<file path="src/swlm_pkg.sv">
// Shared constants, types and helpers of the sliding-window local maxima core.
package swlm_pkg;

  localparam int DATA_W            = 32;
  localparam int POS_W             = 16;
  localparam int HALF_W            = 5;
  localparam int MAX_HALF_WINDOW   = 31;
  localparam int HALF_WINDOW_RESET = 3;

  localparam logic [POS_W-1:0] POS_MAX = '1;

  // Register index, taken from the word address of the configuration port.
  typedef enum logic {
    REG_HALF_WINDOW = 1'b0
  } reg_idx_e;

  // One decision as it leaves the core.
  typedef struct packed {
    logic             is_peak;
    logic [POS_W-1:0] position;
    logic             last_result;
  } result_t;

  // Status of the result stage as seen by the input control.
  typedef struct packed {
    logic busy;   // a sequence-end flush is still draining
    logic free;   // the output register can take a result this cycle
  } outq_status_t;

  function automatic logic [POS_W-1:0] sat_inc(input logic [POS_W-1:0] v);
    sat_inc = (v == POS_MAX) ? v : v + 1'b1;
  endfunction

endpackage

</file>
<file path="src/swlm_cell.sv">
// One window cell: holds a sample and its neighbor comparison flags, decides its age slot.
module swlm_cell #(
  parameter int MaxHalfWindow = swlm_pkg::MAX_HALF_WINDOW,
  parameter int Age           = 0,
  localparam int AW           = $clog2(MaxHalfWindow + 1)
) (
  input  logic                               clk_i,
  input  logic                               rst_ni,
  input  logic                               shift_i,
  input  logic                               clear_i,
  input  logic signed [swlm_pkg::DATA_W-1:0] sample_i,
  input  logic        [AW-1:0]               half_i,
  input  logic signed [swlm_pkg::DATA_W-1:0] prev_value_i,
  input  logic        [MaxHalfWindow-1:0]    prev_newer_i,
  input  logic        [MaxHalfWindow-1:0]    prev_older_i,
  output logic signed [swlm_pkg::DATA_W-1:0] value_o,
  output logic        [MaxHalfWindow-1:0]    newer_o,
  output logic        [MaxHalfWindow-1:0]    older_o,
  output logic                               ge_o,
  output logic                               peak_o
);

  logic signed [swlm_pkg::DATA_W-1:0] value_q;
  logic        [MaxHalfWindow-1:0]    newer_q, older_q;
  logic        [MaxHalfWindow-1:0]    newer_post, mask_new, mask_old;
  logic                               ge, pad_ok;

  // Bit d-1 of the flag vectors belongs to the neighbor at distance d.
  always_comb begin
    ge = (Age == 0) ? 1'b1 : (prev_value_i >= sample_i);
    for (int d = 0; d < MaxHalfWindow; d++) begin
      newer_post[d] = (d == Age - 1) ? ge : prev_newer_i[d];
      mask_old[d]   = (d + 1 <= int'(half_i));
      mask_new[d]   = (d + 1 <= int'(half_i)) && (d + 1 <= Age);
    end
    // Newer neighbors past the end of the sequence are zero padding.
    pad_ok = (Age >= int'(half_i)) || !prev_value_i[swlm_pkg::DATA_W-1];
    peak_o = (&(newer_post | ~mask_new)) && (&(prev_older_i | ~mask_old)) && pad_ok;
  end

  always_ff @(posedge clk_i or negedge rst_ni) begin
    if (!rst_ni) begin
      value_q <= '0;
      newer_q <= '0;
      older_q <= '0;
    end else if (shift_i) begin
      if (clear_i) begin
        value_q <= '0;
        newer_q <= '0;
        older_q <= '0;
      end else begin
        value_q <= prev_value_i;
        newer_q <= newer_post;
        older_q <= prev_older_i;
      end
    end
  end

  assign value_o = value_q;
  assign newer_o = newer_q;
  assign older_o = older_q;
  assign ge_o    = ge;

endmodule

</file>
<file path="config.mk">
export PLATFORM = sky130hd
export DESIGN_NAME = swlm_cell
export DESIGN_NICKNAME = d
export VERILOG_FILES = /design/src/swlm_pkg.sv /design/src/swlm_cell.sv
export SDC_FILE = /design/constraint.sdc
export NUM_CORES = 1
export LEC_CHECK = 0
export BUFFER_PORTS_ARGS = -buffer_cell sky130_fd_sc_hd__buf_4
export CORE_MARGIN = 4
export CORE_UTILIZATION = 49
export CTS_CLUSTER_DIAMETER = 60
export DETAILED_ROUTE_END_ITERATION = 6
export PLACE_DENSITY = 0.85
export SYNTH_ARGS = -nofsm -noshare
export SYNTH_HDL_FRONTEND = slang
export SYNTH_SLANG_ARGS = --single-unit
</file>
<file path="constraint.sdc">
create_clock -name clk_i -period 3.1 [get_ports clk_i]
set_input_delay 0.62 -clock clk_i [delete_from_list [all_inputs] [get_ports clk_i]]
set_output_delay 0.62 -clock clk_i [all_outputs]
set_load 0.05 [all_outputs]
</file>
==> results of run 1 <==
## registers in the layout, indices dropped and copies added (netlist names)
register / flops
value_o: 32
newer_o: 31
older_o: 31
## per-stage QoR
step                      setup slack [ps]  std cells  total power, mW  hold WS [ps]  utilization [%]
after floorplan                        151        485             1.93           324                -
after global routing                   241        771             3.31           344             70.4
after detailed placement               455        756             2.29           516             67.9
after global placement                 515        756             2.26           509             67.9
final                                  426        771             3.16           301             70.4
after CTS                              448        771             3.19           328             70.4
## worst max-delay path by stage
stage / startpoint / end / slack (ps)
after floorplan: half_i[2] / peak_o / 150
after global placement: half_i[2] / peak_o / 520
after detailed placement: half_i[1] / peak_o / 450
after CTS: half_i[1] / peak_o / 450
after global routing: half_i[1] / peak_o / 240
final: half_i[0] / peak_o / 430
## critical path: stages
cell and delay [ps]:
buf_4 170, o21ai_0 260, a21oi_1 110, o22ai_1 190, nand3_1 110, nor4_2 340
buf_4 260
## per-layer routing
layer / global-route usage (%) / vias up / routed length (um)
met3: 5.52 / 20 / 992
met5: 0 / - / 0
li1: - / 1950 / -
met2: 40.2 / 182 / 6420
met1: 29.5 / 1959 / 5190
met4: 6.84 / 0 / 214
## synth_stat cells, types with 2 or more instances
cell type  count
o31ai_1        2
nand2_1        5
inv_1         97
nor4_1         2
o21ai_0       99
nand3b_1      94
buf_6          5
buf_2          6
o2111ai_1      3
nor3_1         3
buf_1          2
nor2_1         2
clkbuf_1      24
o221ai_1       3
dfrtp_1       94
inv_2          2
nand3_1        4
o22ai_1        3
a21oi_1       10
## logic make-up after synthesis
logic type / Yosys count / synth area share (%)
other cells: 1 / 0.0826
simple gates: 123 / 19.9
buf+inv: 137 / 12.4
flops: 94 / 51.8
compound gates: 130 / 15.9
## power groups by stage
stage                     registers (mW)  clock network, mW  logic, mW
after floorplan                     1.74                  0      0.193
after global placement              1.39                  0      0.869
after detailed placement            1.40                  0      0.888
after CTS                           1.38              0.922      0.890
after global routing                1.39              0.977      0.939
final                               1.38              0.900      0.883
## final cells by class
class / instances / area share [%]
Inverter: 99 / 5.97
Sequential cell: 94 / 37.8
Multi-Input combinational cell: 254 / 26.1
Clock buffer: 10 / 2.21
Clock inverter: 5 / 1.33
Tap cell: 108 / 2.17
Timing Repair Buffer: 201 / 24.4
==> results.sh, run 1 <==
export IMPL_layout_commonest_cell="buf_4"
export IMPL_ff2ff_setup_slack_ps=2410
export IMPL_syn_avg_cell_area_um2=9.36
export IMPL_mappedNetlistArea_mm2=0.00454
export IMPL_antenna_found_initial=0
export IMPL_grt_util_all_layers_pct=23.4
export IMPL_synth_area_leaders="dfrtp_1 52%, nand3b_1 16%, o21ai_0 11%"
export IMPL_dr_total_vias=4111
export IMPL_io_buffer_count=197
export IMPL_critical_path_class="input pin to output pin"
export IMPL_netSwitchingPower_mw=1.07
export IMPL_drive_above_1_share_pct=33.9
export IMPL_fp_dieW_um=104
export IMPL_seqCellArea_mm2=0.00235
export IMPL_dieArea_mm2=0.0109
export IMPL_area_delta_synth_final_pct=37.1
export IMPL_worst_setup_path_end_kind="output pin"
export IMPL_vias_per_cell=5.33
export IMPL_power_density_mw_per_mm2=507
export IMPL_fin_nets=794
export IMPL_wirelength_mm=12.8
export IMPL_critPathMaxFanout=14
export IMPL_cts_reportedPaths_clkPinSlew_ps=100
export IMPL_cts_hold_buf=0
export IMPL_tritoncts="built"
export IMPL_first_pass_iters=5
export IMPL_post_cts_resized=0
export IMPL_grt_ovfl_total=0
export IMPL_r2r_start="newer_o[30]"
export IMPL_clock_sinks=94
export IMPL_setup_viol=0
export IMPL_power_switching_share_pct=33.9
export IMPL_hold_path_class="input pin to asynchronous set/reset pin"
export IMPL_rows=34
export IMPL_synth_flop_cell="dfrtp_1"
export IMPL_placed_cell_area_mm2=0.00601
export IMPL_clkPwrFrac_pct=28.5
export IMPL_outcome="complete, no violations"
export IMPL_grt_pass1_wl_mm=20.6
export IMPL_rsz0062_at_grt="false"
export IMPL_drc=0
export IMPL_fmax_mhz=374
export IMPL_postCtsSetupBuffers=0
export IMPL_htree_num_levels=3
export IMPL_post_route_period_util_pct=86.3
export IMPL_first_global_vias=4050
export IMPL_pwr_share_seq_pct=43.6
export IMPL_io_pins=231
export IMPL_ys_types=44
export IMPL_synth_nets=620
export IMPL_start_util_pct=51.3
export IMPL_yosysTopAreaCellShare_pct=51.8
export IMPL_detailedRoute_firstIterationViolations=209
export IMPL_ant_nets=0
export IMPL_drv_slew=0
export IMPL_min_period_ps=2670
export IMPL_final_cell_mix="200 x buf_4, 99 x o21ai_0, 97 x inv_1, 94 x nand3b_1, 94 x dfrtp_1"
export IMPL_ys_ff_latch=94
export IMPL_fp_dieH_um=104
export IMPL_synth_edff_count=0
export IMPL_ys_warn_count=0
export IMPL_synthCells=485
export IMPL_ys_async_sr_fraction_pct=100
export IMPL_finalClockSkew_ps=0
export IMPL_multiInputGateArea_mm2=0.00163
export IMPL_fin_area_mm2=0.00623
export IMPL_max_slew_margin_pct=52.4
export IMPL_wl_per_cell_um=16.6
export IMPL_p_int_mw=2.09
export IMPL_diodes=0
export IMPL_comb_power_share_pct=28.0
export IMPL_r2r_cells=2
export IMPL_crit_required_ps=2480
export IMPL_clk_latency_ps=340
export IMPL_nFillCells=700
export IMPL_cap_viol_max_count=0
export IMPL_dp_hpwl_mm=9.36
export IMPL_leakage_nw=3.00
export IMPL_arrival_ps=2050
export IMPL_gp_congestion=0.928
export IMPL_yosysSeqAreaShare_pct=51.8
export IMPL_grt_max_degree=115
export IMPL_ir_drop_mv=0.307
export IMPL_cts_root_buf="clkbuf_8"
export IMPL_coreArea_mm2=0.00885
export IMPL_worst_r2r_endpoint="newer_o[30]"
export IMPL_tightestPinTransition_ps=714
export IMPL_synth_top_cell_by_area="dfrtp_1"
export IMPL_cts_path_max_buffers=2
export IMPL_hold_viol=0
export IMPL_cp_start_kind="input pin"
export IMPL_fin_tns_setup_ps=0
export IMPL_numCtsBuffers=9
(Power assumes the default switching activity.)
==> run 2: changes to the inputs <==
- REMOVE_ABC_BUFFERS: unset -> 1
==> run 2 against run 1 <==
  * Via count down 2.1%
  * Maximum frequency up 1.7%
  * Wire length down 6.7%
  * Count of clock-buffer cells in the layout up 2
  * Clock skew unchanged
  * Cell area down 0.10%
  * Power down 1.7%
  * Sequential cell count unchanged
  * Critical path depth unchanged
  * Core utilization down 0.071 points
  * First-iteration DRC count up 5.7%
  * Critical path type unchanged
  * Highest routed layer unchanged
==> results.sh, run 2 (synthesized netlist as in run 1, its figures left out) <==
export IMPL_pwr_share_seq_pct=44.3
export IMPL_post_layout_nonfiller_instances=771
export IMPL_cts_reportedPaths_clkPinSlew_ps=90
export IMPL_htree_num_levels=3
export IMPL_final_cell_mix="198 x buf_4, 99 x o21ai_0, 97 x inv_1, 94 x nand3b_1, 94 x dfrtp_1"
export IMPL_drv_slew=0
export IMPL_cp_start_kind="input pin"
export IMPL_numCtsBuffers=9
export IMPL_clkPwrFrac_pct=27.5
export IMPL_r2r_cells=2
export IMPL_drive_above_1_share_pct=33.8
export IMPL_tritoncts="built"
export IMPL_fin_tns_setup_ps=0
export IMPL_r2r_start="older_o[20]"
export IMPL_setup_viol=0
export IMPL_first_pass_iters=4
export IMPL_placed_cell_area_mm2=0.00601
export IMPL_cts_hold_buf=0
export IMPL_hold_viol=0
export IMPL_min_period_ps=2630
export IMPL_antenna_found_initial=0
export IMPL_wl_per_cell_um=15.5
export IMPL_clk_latency_ps=350
export IMPL_power_switching_share_pct=34.4
export IMPL_ir_drop_mv=0.294
export IMPL_comb_power_share_pct=28.2
export IMPL_grt_ovfl_total=0
export IMPL_ff2ff_setup_slack_ps=2410
export IMPL_arrival_ps=2010
export IMPL_fin_area_mm2=0.00622
export IMPL_layout_commonest_cell="buf_4"
export IMPL_start_util_pct=51.3
export IMPL_dr_total_vias=4026
export IMPL_gp_congestion=0.777
export IMPL_p_int_mw=2.04
export IMPL_postCtsSetupBuffers=0
export IMPL_diodes=0
export IMPL_fp_dieH_um=104
export IMPL_detailedRoute_firstIterationViolations=221
export IMPL_worst_setup_path_end_kind="output pin"
export IMPL_cts_path_max_buffers=2
export IMPL_rows=34
export IMPL_vias_per_cell=5.22
export IMPL_dpl_worst_slack_ps=464
export IMPL_nFillCells=697
export IMPL_clock_sinks=94
export IMPL_rsz0062_at_grt="false"
export IMPL_dp_hpwl_mm=8.57
export IMPL_place_inst=755
export IMPL_ant_nets=0
export IMPL_drc=0
export IMPL_io_pins=231
export IMPL_finalClockSkew_ps=0
export IMPL_leakage_nw=2.99
export IMPL_first_global_vias=4036
export IMPL_largest_reg_flops=32
export IMPL_post_route_period_util_pct=84.8
export IMPL_hold_path_class="input pin to asynchronous set/reset pin"
export IMPL_grt_util_all_layers_pct=22.0
export IMPL_grt_max_degree=95
export IMPL_power_density_mw_per_mm2=499
export IMPL_dieArea_mm2=0.0109
export IMPL_coreArea_mm2=0.00885
export IMPL_worst_r2r_endpoint="older_o[20]"
export IMPL_area_delta_synth_final_pct=37.0
export IMPL_grt_pass1_wl_mm=19.9
export IMPL_max_slew_margin_pct=53.4
export IMPL_cts_root_buf="clkbuf_8"
export IMPL_outcome="complete, no violations"
export IMPL_fin_nets=793
export IMPL_wirelength_mm=12.0
export IMPL_cap_viol_max_count=0
export IMPL_tightestPinTransition_ps=698
export IMPL_post_cts_resized=0
export IMPL_setup_ws_ps=472
export IMPL_crit_required_ps=2480
export IMPL_netSwitchingPower_mw=1.07
export IMPL_critPathLaunch="half_i[1]"
export IMPL_whs_ps=280
export IMPL_io_buffer_count=197
export IMPL_critical_path_class="input pin to output pin"
export IMPL_critPathMaxFanout=16
export IMPL_fmax_mhz=380
export IMPL_fp_dieW_um=104
## run 2: worst max-delay path by stage
stage,endpoint,slack (ps)
global route,peak_o,390
finish,peak_o,470
global placement,peak_o,480
detailed placement,peak_o,460
CTS,peak_o,490
floorplan,peak_o,300
## run 2: area by class of cell
class / count / area (um^2) / share of cell area (%)
well taps: 108 / 135 / 2.17
repair buffers: 200 / 1530 / 24.5
clock inverters: 4 / 53.8 / 0.865
flip-flops and latches: 94 / 2350 / 37.8
inverters: 99 / 372 / 5.97
multi-input cells: 254 / 1630 / 26.1
clock buffers: 12 / 155 / 2.49
## run 2: layer usage
layer  GRT usage, %  routed length [um]  vias up
li1               -                   -     1952
met1           29.0                5060     1889
met2           35.1                5760      158
met3           5.71                 843       27
met4           8.07                 292        0
met5              0                   0        -
## run 2: per-stage QoR
| step | power [mW] | util (%) |
|---|---|---|
| 2_1_floorplan | 1.88 | - |
| 3_3_place_gp | 2.26 | 67.9 |
| 3_5_place_dp | 2.28 | 67.9 |
| 4_1_cts | 3.13 | 70.3 |
| 5_1_grt | 3.25 | 70.3 |
| 6_report | 3.11 | 70.3 |
## run 2: power by group through the flow
stage / clock (mW) / combinational (mW) / sequential [mW]
after floorplan: 0 / 0.138 / 1.74
after CTS: 0.873 / 0.882 / 1.38
final: 0.853 / 0.877 / 1.37
after detailed placement: 0 / 0.881 / 1.40
after global routing: 0.930 / 0.934 / 1.39
after global placement: 0 / 0.866 / 1.39
## run 2: worst max-delay path, stage by stage
cell	delay, ps
buf_4	180
or4b_1	510
a21oi_1	180
o31ai_1	100
o2111ai_1	130
nor4_2	80
buf_4	200
