--- src/swlm_pkg.sv ---
// Shared constants, types and helpers of the sliding-window local maxima core.
package swlm_pkg;

  localparam int DATA_W            = 32;
  localparam int POS_W             = 16;
  localparam int HALF_W            = 5;
  localparam int MAX_HALF_WINDOW   = 31;
  localparam int HALF_WINDOW_RESET = 3;

  localparam logic [POS_W-1:0] POS_MAX = '1;

  // Register index, taken from the word address of the configuration port.
  typedef enum logic {
    REG_HALF_WINDOW = 1'b0
  } reg_idx_e;

  // One decision as it leaves the core.
  typedef struct packed {
    logic             is_peak;
    logic [POS_W-1:0] position;
    logic             last_result;
  } result_t;

  // Status of the result stage as seen by the input control.
  typedef struct packed {
    logic busy;   // a sequence-end flush is still draining
    logic free;   // the output register can take a result this cycle
  } outq_status_t;

  function automatic logic [POS_W-1:0] sat_inc(input logic [POS_W-1:0] v);
    sat_inc = (v == POS_MAX) ? v : v + 1'b1;
  endfunction

endpackage

--- src/swlm_outq.sv ---
// Result stage: output register plus the engine that drains a sequence-end flush.
module swlm_outq #(
  parameter int MaxHalfWindow = swlm_pkg::MAX_HALF_WINDOW,
  localparam int NCELL        = MaxHalfWindow + 1,
  localparam int AW           = $clog2(NCELL)
) (
  input  logic                         clk_i,
  input  logic                         rst_ni,
  input  logic                         push_i,
  input  swlm_pkg::result_t            push_res_i,
  input  logic                         load_i,
  input  logic [NCELL-1:0]             load_bits_i,
  input  logic [AW-1:0]                load_first_i,
  input  logic [swlm_pkg::POS_W-1:0]   load_pos_i,
  input  logic                         m_ready_i,
  output logic                         m_valid_o,
  output swlm_pkg::result_t            m_res_o,
  output swlm_pkg::outq_status_t       status_o
);

  logic                       fact_q;
  logic [NCELL-1:0]           fbits_q;
  logic [AW-1:0]              fidx_q;
  logic [swlm_pkg::POS_W-1:0] fpos_q;
  logic                       oval_q;
  swlm_pkg::result_t          ores_q;
  logic                       free;

  assign free = !oval_q || m_ready_i;

  always_ff @(posedge clk_i or negedge rst_ni) begin
    if (!rst_ni) begin
      fact_q <= 1'b0;
      oval_q <= 1'b0;
    end else begin
      if (load_i) begin
        fact_q <= 1'b1;
      end else if (fact_q && free && (fidx_q == '0)) begin
        fact_q <= 1'b0;
      end
      if (free) begin
        oval_q <= fact_q || push_i;
      end
    end
  end

  always_ff @(posedge clk_i) begin
    if (load_i) begin
      fbits_q <= load_bits_i;
      fidx_q  <= load_first_i;
      fpos_q  <= load_pos_i;
    end else if (fact_q && free) begin
      fidx_q <= fidx_q - 1'b1;
      fpos_q <= swlm_pkg::sat_inc(fpos_q);
    end
    if (free) begin
      if (fact_q) begin
        ores_q.is_peak     <= fbits_q[fidx_q];
        ores_q.position    <= fpos_q;
        ores_q.last_result <= (fidx_q == '0);
      end else begin
        ores_q <= push_res_i;
      end
    end
  end

  assign m_valid_o     = oval_q;
  assign m_res_o       = ores_q;
  assign status_o.busy = fact_q;
  assign status_o.free = free;

endmodule

--- config.mk ---
export PLATFORM = sky130hd
export DESIGN_NAME = swlm_outq
export DESIGN_NICKNAME = d
export VERILOG_FILES = /design/src/swlm_pkg.sv /design/src/swlm_outq.sv
export SDC_FILE = /design/constraint.sdc
export NUM_CORES = 1
export LEC_CHECK = 0
export BUFFER_PORTS_ARGS = -buffer_cell sky130_fd_sc_hd__buf_2
export CORE_ASPECT_RATIO = 0.5
export CORE_MARGIN = 2
export CORE_UTILIZATION = 50
export CTS_BUF_LIST = sky130_fd_sc_hd__clkbuf_4
export CTS_CLUSTER_SIZE = 20
export DETAILED_ROUTE_END_ITERATION = 7
export GPL_TIMING_DRIVEN = 0
export HOLD_SLACK_MARGIN = 0.06
export PLACE_DENSITY = 0.8
export SYNTH_ARGS = -nofsm -noshare
export SYNTH_HDL_FRONTEND = slang
export SYNTH_SLANG_ARGS = --single-unit
--- constraint.sdc ---
create_clock -name clk_i -period 4.1 [get_ports clk_i]
set_input_delay 0.615 -clock clk_i [delete_from_list [all_inputs] [get_ports clk_i]]
set_output_delay 0.615 -clock clk_i [all_outputs]
set_load 0.05 [all_outputs]
==> results by group, run 1 <==
Status
  • Status: completed

Layout
  • Area grow syn2layout: 23.12%
  • N_diodes: 0
  • Layout Nets: around 430
  • Final instance area: 4124 sq um
  • Fill count: 546
  • Layout cells sized above 1: 40.63%
  • Post-route insts no fill: 444

Drt
  • Drt drc: 0
  • Vias per inst: 5.106
  • Initial DRC Count: ~160
  • Average wire per standard cell: approximately 15 um
  • Antenna Violating Nets Remaining: 0
  • Drt total wl: ~6700 um
  • DR pass1 iterations: 5
  • Vias: 2267

Job
  • Max-cap violations: 0

Yosys
  • Cell variety after synth: 40
  • Top post-synthesis cells by area: edfxtp_1 64%, mux2_2 6.7%, mux2i_1 3.9%, nand2_1 2.9%, xnor2_1 2.6%
  • Number of synthesized flops with an enable pin: 71
  • Syn_area_per_cell: 14.07 sq um
  • Top_reg_cell synth: edfxtp_1
  • Syn nets: 316
  • Syn Inst Count: between 200 and 250
  • Synth area leader: edfxtp_1
  • #FFs+latches synth: 73
  • Synth cell count leaders: 71 x edfxtp_1, 26 x nand2_1, 20 x mux2_2, 13 x mux2i_1, 12 x o21ai_0
  • Sequential fraction of the synthesis area: 65.15%
  • Yosys warnings: 0
  • Synth top area share: 63.65%
  • Fraction of registers with async set/reset: 2.740%
  • Most frequent cell after synthesis: edfxtp_1
  • Mapped cell area: roughly 3300 sq um

Placement
  • Placer Congestion: 0.7526
  • Dpl cell area: 3956 sq um
  • Placed insts: 427
  • Port bufs: 96
  • Dpl hpwl: 4829 um
  • Pre-CTS WS: 0.8528 ns

Timing
  • Relative slew slack: 24.96%
  • Fmax: 0.3471 GHz
  • Layout Skew: approximately 0.019 ns
  • Worst Hold Slack: 0.3700 ns
  • Final cycle utilization of the critical path: between 70% and 80%
  • Post-layout minimum cycle time: 2.881 ns
  • Fin. Hold Viols: 0
  • Final setup fails: 0
  • Slew Limit Fails: 0
  • Setup TNS: 0 ns
  • RSZ-0062 raised after global routing: no
  • Setup slack after layout: 1.219 ns
  • Least-Margin Pin Slew: roughly 1.1 ns

Pwr
  • Pleak: 1.634 nW
  • Psw: 0.4754 mW
  • Power share of the combinational group: 17.9%
  • P_int: 1.306 mW
  • Clock share of power: 28.0%
  • Cell Pwr Density: about 430 nW/um^2
  • Reg power frac: 54.0%
  • Max IR drop VDD: approximately 0.16 mV
  • Switching share of total power: around a quarter

CTS
  • Post-CTS Setup Bufs: 0
  • TritonCTS buffer count: 9
  • CTS tree: done
  • CTS max path bufs: 2
  • Post-CTS Hold Fix Bufs: 1
  • Clock transition at the registers of the reported paths: ~0.11 ns
  • Worst-Skew Late Latency: 0.42 ns
  • Sink Count: 73
  • Clk root buf: clkbuf_4
  • CTS resizes: 0
  • H-tree levels: 3

Critical path
  • Worst Path Arrival: 3.00 ns
  • CP endpoint kind: register
  • Crit-path max FO: 22
  • Type of the worst setup path: register to register
  • FF-to-FF path depth: 4
  • CP required: 4.22 ns
  • Startpoint Class: register
  • FF-to-FF setup slack: 1.22 ns

Floorplanning
  • I/O pin cnt: 97
  • Die Height: 61.88 um
  • Row cnt: 21
  • Core area: 6569 sq um
  • Starting Density: 50.99%
  • Die Width: 119.8 um
  • Die ar.: 7410 sq um

Global route
  • First-pass GRT wire length: 10520 um
  • Initial antenna violation count: 0
  • Number of global-route vias before repair: 2242
  • All-layer global routing usage: approximately a fifth
  • GRT Residual Overflow: 0
  • Pin count of the biggest net entering global routing: 34

Hold path
  • WHS Path Cells: 1
  • HP Class: input pin to register
## worst max-delay path, cell delays in order (launching register included)
cell      delay (ns)
dfrtp_1         0.39
nand2b_1        0.79
a21o_1          0.39
a21boi_1        0.77
buf_6           0.25
## power by group through the flow
| stage | Clock [mW] | Sequential (mW) | Combinational [mW] |
|---|---|---|---|
| 2_1_floorplan | 0 | 1.04 | 0.154 |
| 3_3_place_gp | 0 | 0.975 | 0.310 |
| 3_5_place_dp | 0 | 0.981 | 0.320 |
| 4_1_cts | 0.508 | 0.963 | 0.322 |
| 5_1_grt | 0.536 | 0.974 | 0.349 |
| 6_report | 0.500 | 0.963 | 0.319 |
## placed cells by master, fill, tap and decap left out, types with 7 or more instances in the layout
cell and count:
mux2i_1 13, buf_2 96, nand3_1 7, clkbuf_4 12, nor2_1 8, o21ai_0 12
mux2_2 20, edfxtp_1 71, xnor2_1 10, nand2_1 26
## layer usage
layer  share of wire (%)  wire length (um)  track usage [%]  up-vias
li1                    -                 -                -     1118
met5                   0                 0                0        -
met4                0.57                38            6.050        0
met3                 4.6               310            4.836        4
met2                  54              3631            35.84       58
met1                  41              2714            21.78     1087
## worst paths after layout
kind	startpoint	end
max in group asynchronous	rst_ni	m_valid_o$_DFFE_PN0N_
max reg2reg	m_valid_o$_DFFE_PN0N_	fpos_q[4]$_DFFE_PP_
min reg2reg	fpos_q[15]$_DFFE_PP_	m_res_o[16]$_DFFE_PN_
min in group asynchronous	rst_ni	fact_q$_DFFE_PN0P_
min	load_bits_i[31]	fbits_q[31]$_DFFE_PP_
max	m_valid_o$_DFFE_PN0N_	fpos_q[4]$_DFFE_PP_
## layout make-up
| cell class | count | area [sq um] | share of cell area, % |
|---|---|---|---|
| Sequential cell | 73 | 2182 | 52.91 |
| Multi-Input combinational cell | 149 | 1085 | 26.30 |
| Timing Repair Buffer | 98 | 501.7 | 12.17 |
| Tap cell | 92 | 115.1 | 2.791 |
| Clock buffer | 12 | 90.09 | 2.184 |
| Clock inverter | 4 | 67.56 | 1.638 |
| Buffer | 12 | 67.56 | 1.638 |
| Inverter | 4 | 15.01 | 0.3641 |
## stage by stage
stage / util (%) / power (mW)
5_1_grt: 62.78 / 1.859
3_3_place_gp: 60.06 / 1.284
4_1_cts: 62.78 / 1.794
2_1_floorplan: - / 1.192
3_5_place_dp: 60.23 / 1.301
6_report: 62.78 / 1.782
## kinds of logic (layout without fill, tap and decap cells)
group	count (synthesis)	after routing	synth area share, %
flops	73	73	65.15
fa+ha+maj	2	2	0.7470
compound gates	35	35	6.724
simple gates	63	63	10.12
buf+inv	16	130	2.465
xor+xnor	16	16	4.184
mux	33	33	10.61
## flip-flops by register name (all words and copies together) (netlist names)
name,flops
fact_q,1
fbits_q,32
fidx_q,5
m_valid_o,1
fpos_q,16
m_res_o,18
(Power assumes the default switching activity.)
==> inputs of run 2 (changes only) <==
==> constraint.sdc (replaced) <==
create_clock -name clk_i -period 2.9 [get_ports clk_i]
set_input_delay 0.435 -clock clk_i [delete_from_list [all_inputs] [get_ports clk_i]]
set_output_delay 0.435 -clock clk_i [all_outputs]
set_load 0.05 [all_outputs]
==> run 2 against run 1 <==
Routed wire length down 0.75%. Largest cell class unchanged. Power is 37% higher. Hold slack worse by 0.20 ns. Cell count shrank 0.23%. Clock skew decreased by 0.013 ns. Setup slack lost 0.76 ns. Die area did not move. First-iteration DRC count fell by 29%. Via count shrank 3.1%. Critical path depth grew 1.
==> results by group, run 2 (synthesized netlist as in run 1, its figures left out) <==
Floorplanning
  • Starting Density: 50.99% (unchanged)
  • Die ar.: 7410 sq um (unchanged)
  • Core area: 6569 sq um (unchanged)
  • Die Height: 61.88 um (unchanged)
  • Row cnt: 21 (unchanged)
  • Die Width: 119.8 um (unchanged)
  • I/O pin cnt: 97 (unchanged)

Timing
  • Final setup fails: 0 (unchanged)
  • Least-Margin Pin Slew: 0.9398 ns (-0.1857 ns)
  • Relative slew slack: 36.98% (+12 points)
  • Fin. Hold Viols: 0 (unchanged)
  • Post-layout minimum cycle time: 2.436 ns
  • Final cycle utilization of the critical path: 84.00%
  • Fmax: 0.4105 GHz
  • Setup slack after layout: 0.4640 ns (-0.7552 ns)
  • Slew Limit Fails: 0 (unchanged)
  • Layout Skew: 0.005708 ns (-0.01324 ns)
  • RSZ-0062 raised after global routing: no

CTS
  • TritonCTS buffer count: 9 (unchanged)
  • Sink Count: 73 (unchanged)
  • CTS tree: done
  • Worst-Skew Late Latency: 0.43 ns (about the same)
  • H-tree levels: 3 (unchanged)
  • Clk root buf: clkbuf_4
  • Clock transition at the registers of the reported paths: 0.11 ns (about the same)
  • Post-CTS Setup Bufs: 0 (unchanged)
  • CTS max path bufs: 2 (unchanged)

Critical path
  • Crit-path cells: buf_2, clkbuf_1, clkbuf_1, nor3b_1, a21boi_2
  • CP endpoint kind: register
  • Worst Path Arrival: 2.50 ns (-0.50 ns)
  • Type of the worst setup path: input pin to register
  • Startpoint Class: input pin
  • Slowest stage delay, CP: 0.73 ns (-0.06 ns)
  • FF-to-FF path depth: 3 (-1)
  • Most frequent CP cell: clkbuf_1
  • Crit-path max FO: 33 (+50%)
  • CP required: 2.97 ns (-1.25 ns)
  • Crit-path slowest cell: a21boi_2

Layout
  • Layout cells sized above 1: 41.31% (+0.69 points)
  • Commonest non-fill, non-tap cell in the layout: buf_2
  • Post-route insts no fill: 443 (-0.23%)
  • Area grow syn2layout: 22.26%
  • Largest register FFs: 32 (unchanged)
  • Reg with most FFs: fbits_q
  • N_diodes: 0 (unchanged)
  • Layout Nets: 424 (-0.24%)
  • Final instance area: 4095 sq um (-0.70%)
  • Commonest cells after routing, fill and taps aside: 96 x buf_2, 71 x edfxtp_1, 26 x nand2_1

Placement
  • Dpl cell area: 3945 sq um (-0.28%)
  • Placed insts: 426 (-0.23%)
  • Placer Congestion: 0.7482 (-0.58%)
  • Port bufs: 96 (unchanged)
  • Pre-CTS WS: -0.5257 ns (-1.378 ns)
  • Dpl hpwl: 4769 um (-1.2%)

Global route
  • GRT Residual Overflow: 0 (unchanged)
  • First-pass GRT wire length: 10400 um (-1.2%)
  • Initial antenna violation count: 0 (unchanged)
  • All-layer global routing usage: 19.31% (+0.51 points)
  • Pin count of the biggest net entering global routing: 34 (unchanged)
  • Number of global-route vias before repair: 2159 (-3.7%)

Status
  • Status: completed

Pwr
  • Total chip power: 2.442 mW (+37%)
  • Clock share of power: 25.9% (-2.1 points)
  • Pleak: 1.620 nW (-0.82%)
  • Cell Pwr Density: 596.2 nW/um^2 (+38%)
  • Reg power frac: 55.7% (+1.7 points)
  • Switching share of total power: 28.00% (+1.3 points)
  • P_int: 1.758 mW (+35%)
  • Psw: 0.6835 mW (+44%)
  • Power share of the combinational group: 18.4% (+0.5 points)
  • Max IR drop VDD: 0.2415 mV (+50%)

Drt
  • Drt total wl: 6645 um (-0.75%)
  • Vias: 2196 (-3.1%)
  • Antenna Violating Nets Remaining: 0 (unchanged)
  • Average wire per standard cell: 15.00 um (-0.52%)
  • Vias per inst: 4.957 (-2.9%)
  • Drt drc: 0 (unchanged)
  • Initial DRC Count: 111 (-29%)
  • DR pass1 iterations: 4 (-1)

Hold path
  • HP Class: input pin to register
  • WHS Path Cells: 1 (unchanged)

Job
  • Max-cap violations: 0 (unchanged)
-- run 2: cell count changes in the layout (fill, tap and decap cells not counted), sizes merged --
cell    before  now
buf        103  102
bufinv       2    1
clkinv       2    3
-- run 2: worst paths after layout --
check                                              to  slack, ns                   from
worst max-delay path             fpos_q[10]$_DFFE_PP_       0.46                 load_i
worst min-delay path            fbits_q[23]$_DFFE_PP_       0.17        load_bits_i[23]
worst max register to register   fpos_q[10]$_DFFE_PP_       0.58  m_valid_o$_DFFE_PN0N_
worst min register to register  m_res_o[16]$_DFFE_PN_       0.67   fpos_q[15]$_DFFE_PP_
max in group asynchronous          fact_q$_DFFE_PN0P_       2.48                 rst_ni
min in group asynchronous       m_valid_o$_DFFE_PN0N_       0.33                 rst_ni
-- run 2: final cells by class --
cell class / instances / area (sq um)
buffer: 12 / 67.56
clock buffer: 12 / 90.09
clock inverter: 4 / 43.79
fill: 537 / 2474
inverter: 4 / 15.01
multi-input combinational: 149 / 1091
sequential: 73 / 2182
tap: 92 / 115.1
timing repair buffer: 97 / 490.5
-- run 2: critical path, delay by kind of cell --
family / cells / cell delay (ns)
simple gates: 1 / 0.11
compound gates: 1 / 0.73
buf+inv: 3 / 1.22
-- run 2: metal layers --
metal / part of all wire (%) / track usage (%) / up-vias
li1: - / - / 1105
met1: 42 / 22.88 / 1037
met2: 52 / 34.29 / 45
met3: 4.6 / 7.299 / 9
met4: 1.3 / 5.714 / 0
met5: 0 / 0 / -
-- run 2: metrics by stage --
step	TNS, ns	hold slack (ns)	util, %
after global routing	0	0.1307	62.34
after detailed placement	-8.399	0.2266	60.06
after floorplan	0	0.1394	-
after global placement	-5.624	0.2210	60.06
after CTS	0	0.1442	62.30
final	0	0.1706	62.34
-- run 2: timing repair --
action / 4_1_cts / 5_1_grt
hold buffers: 1 / 0
endpoints found under the hold margin: 2 / 0
pin swaps: 0 / 0
endpoints found under the setup margin: 16 / 16
gates resized for setup: 1 / 1
-- run 2: power groups by stage --
stage | clock network, mW | registers [mW] | logic (mW)
after CTS | 0.645 | 1.36 | 0.456
after detailed placement | 0 | 1.38 | 0.452
after floorplan | 0 | 1.47 | 0.218
final | 0.632 | 1.36 | 0.450
after global placement | 0 | 1.38 | 0.439
after global routing | 0.690 | 1.37 | 0.494
==> inputs of run 3 (changes only) <==
==> constraint.sdc (replaced) <==
create_clock -name clk_i -period 2.5 [get_ports clk_i]
set_input_delay 0.375 -clock clk_i [delete_from_list [all_inputs] [get_ports clk_i]]
set_output_delay 0.375 -clock clk_i [all_outputs]
set_load 0.05 [all_outputs]
==> run 3 against run 2 <==
Critical path depth stayed put. Clock power is 12% higher. Die area stayed put. Combinational power is 16% higher. Via count is 2.3% higher. Cell area hardly changed. Sequential power is 16% higher. Critical path type unchanged.
==> results by group, run 3 (synthesized netlist as in run 1, its figures left out) <==
Floorplanning
  • Die Height: 61.88 um (unchanged)
  • Starting Density: 50.99% (unchanged)
  • Die ar.: 7410 sq um (unchanged)
  • Core area: 6569 sq um (unchanged)
  • I/O pin cnt: 97 (unchanged)
  • Die Width: 119.8 um (unchanged)
  • Row cnt: 21 (unchanged)

Global route
  • GRT Residual Overflow: 0 (unchanged)
  • Pin count of the biggest net entering global routing: 34 (unchanged)
  • Initial antenna violation count: 0 (unchanged)
  • Number of global-route vias before repair: 2131 (-1.3%)
  • First-pass GRT wire length: 9970 um (-4.1%)
  • All-layer global routing usage: 18.39% (-0.92 points)

Critical path
  • Most frequent CP cell: clkbuf_1
  • FF-to-FF path depth: 3 (unchanged)
  • Slowest stage delay, CP: 0.55 ns (-0.18 ns)
  • Crit path capture: fpos_q[11]$_DFFE_PP_
  • CP endpoint kind: register
  • Worst reg2reg path endpoint: fpos_q[11]$_DFFE_PP_
  • Startpoint Class: input pin
  • Crit-path cells: buf_2, clkbuf_1, clkbuf_1, nor3b_1, a21boi_4
  • CP required: 2.57 ns (-0.40 ns)
  • Critical path depth: 5 (unchanged)
  • Type of the worst setup path: input pin to register
  • FF-to-FF setup slack: 0.36 ns (-0.22 ns)
  • FF-to-FF Start: m_valid_o$_DFFE_PN0N_
  • CP top delay family: buffers and inverters
  • CP startpoint: load_i
  • Worst Path Arrival: 2.30 ns (-0.20 ns)
  • Crit-path max FO: 33 (unchanged)
  • Bufs and invs on worst path: 3 (unchanged)
  • Crit-path slowest cell: buf_2

Drt
  • Vias: 2246 (+2.3%)
  • Drt drc: 0 (unchanged)
  • Vias per inst: 5.070 (+2.3%)
  • Initial DRC Count: 92 (-17%)
  • DR pass1 iterations: 4 (unchanged)
  • Average wire per standard cell: 14.65 um (-2.3%)
  • Antenna Violating Nets Remaining: 0 (unchanged)
  • Drt total wl: 6492 um (-2.3%)

CTS
  • Sink Count: 73 (unchanged)
  • CTS max path bufs: 2 (unchanged)
  • Post-CTS Setup Bufs: 0 (unchanged)
  • TritonCTS buffer count: 9 (unchanged)
  • Worst-Skew Late Latency: 0.43 ns (about the same)
  • Clk root buf: clkbuf_4
  • CTS tree: done
  • Clock transition at the registers of the reported paths: 0.11 ns (about the same)
  • H-tree levels: 3 (unchanged)

Layout
  • Utilization after layout: 62.38% (about the same)
  • Commonest cells after routing, fill and taps aside: 96 x buf_2, 71 x edfxtp_1, 26 x nand2_1
  • Area grow syn2layout: 22.34% (about the same)
  • N_diodes: 0 (unchanged)
  • Largest register FFs: 32 (unchanged)
  • Final instance area: 4098 sq um (about the same)
  • Layout Nets: 424 (unchanged)
  • Reg with most FFs: fbits_q
  • Layout cells sized above 1: 40.74% (-0.57 points)
  • Commonest non-fill, non-tap cell in the layout: buf_2
  • Fill count: 548 (+2.0%)

Timing
  • Slew Limit Fails: 0 (unchanged)
  • Least-Margin Pin Slew: 0.7096 ns (-0.2302 ns)
  • Relative slew slack: 52.69% (+16 points)
  • Post-layout minimum cycle time: 2.240 ns
  • Fmax: 0.4464 GHz
  • Final cycle utilization of the critical path: 89.60%
  • Fin. Hold Viols: 0 (unchanged)
  • Worst Hold Slack: 0.1190 ns (-0.05166 ns)
  • Final setup fails: 0 (unchanged)
  • Layout Skew: 0.01670 ns (+0.01100 ns)
  • RSZ-0062 raised after global routing: no

Pwr
  • Cell Pwr Density: 685.9 nW/um^2 (+15%)
  • Max IR drop VDD: 0.4994 mV (+110%)
  • Pleak: 1.622 nW (+0.11%)

Placement
  • Port bufs: 96 (unchanged)
  • Placer Congestion: 0.7763 (+3.8%)
  • Dpl cell area: 3949 sq um (about the same)
  • Dpl hpwl: 4651 um (-2.5%)

Status
  • Status: completed

Hold path
  • HP Class: input pin to register

Job
  • Max-cap violations: 0 (unchanged)
==> run 3: final cells by class <==
cell class	count	area [sq um]	area share, %
buffer	12	67.56	1.649
sequential	73	2182	53.25
inverter	4	15.01	0.3664
tap	92	115.1	2.809
clock buffer	11	82.58	2.015
clock inverter	5	46.29	1.130
timing repair buffer	97	490.5	11.97
multi-input combinational	149	1099	26.81
==> run 3: layer usage <==
metal  vias to the layer above  share of wire (%)  track usage [%]
li1                       1105                  -                -
met1                      1076                 43            21.09
met2                        57                 50            32.08
met3                         8                5.8            7.755
met4                         0                1.2            7.059
met5                         -                  0                0
==> run 3: stage by stage <==
step	cells	setup WS, ns	power, mW	setup TNS, ns
detailed placement	426	-0.3925	2.130	-6.272
global route	443	0.1371	2.938	0
finish	443	0.2601	2.811	0
global placement	426	-0.3212	2.106	-5.130
CTS	443	0.08106	2.832	0
floorplan	238	0.1029	1.956	0
==> run 3: repair_timing <==
action,in CTS,in global routing
hold buffers,1,0
gates resized for setup,1,1
setup endpoints to repair,16,16
endpoints found under the hold margin,2,0
==> run 3: worst min-delay path by stage <==
stage          cells after the start            start                     to
2_1_floorplan                      0           rst_ni     fact_q$_DFFE_PN0P_
3_3_place_gp                       1           rst_ni  m_valid_o$_DFFE_PN0N_
3_5_place_dp                       1           rst_ni  m_valid_o$_DFFE_PN0N_
4_1_cts                            1  load_bits_i[31]  fbits_q[31]$_DFFE_PP_
5_1_grt                            1  load_bits_i[17]  fbits_q[17]$_DFFE_PP_
6_report                           1  load_bits_i[28]  fbits_q[28]$_DFFE_PP_
==> run 3: where the power goes <==
part           switching [mW]  total [mW]  internal, mW
Sequential             0.0838        1.58          1.49
Clock                   0.391       0.708         0.317
Combinational           0.311       0.524         0.213
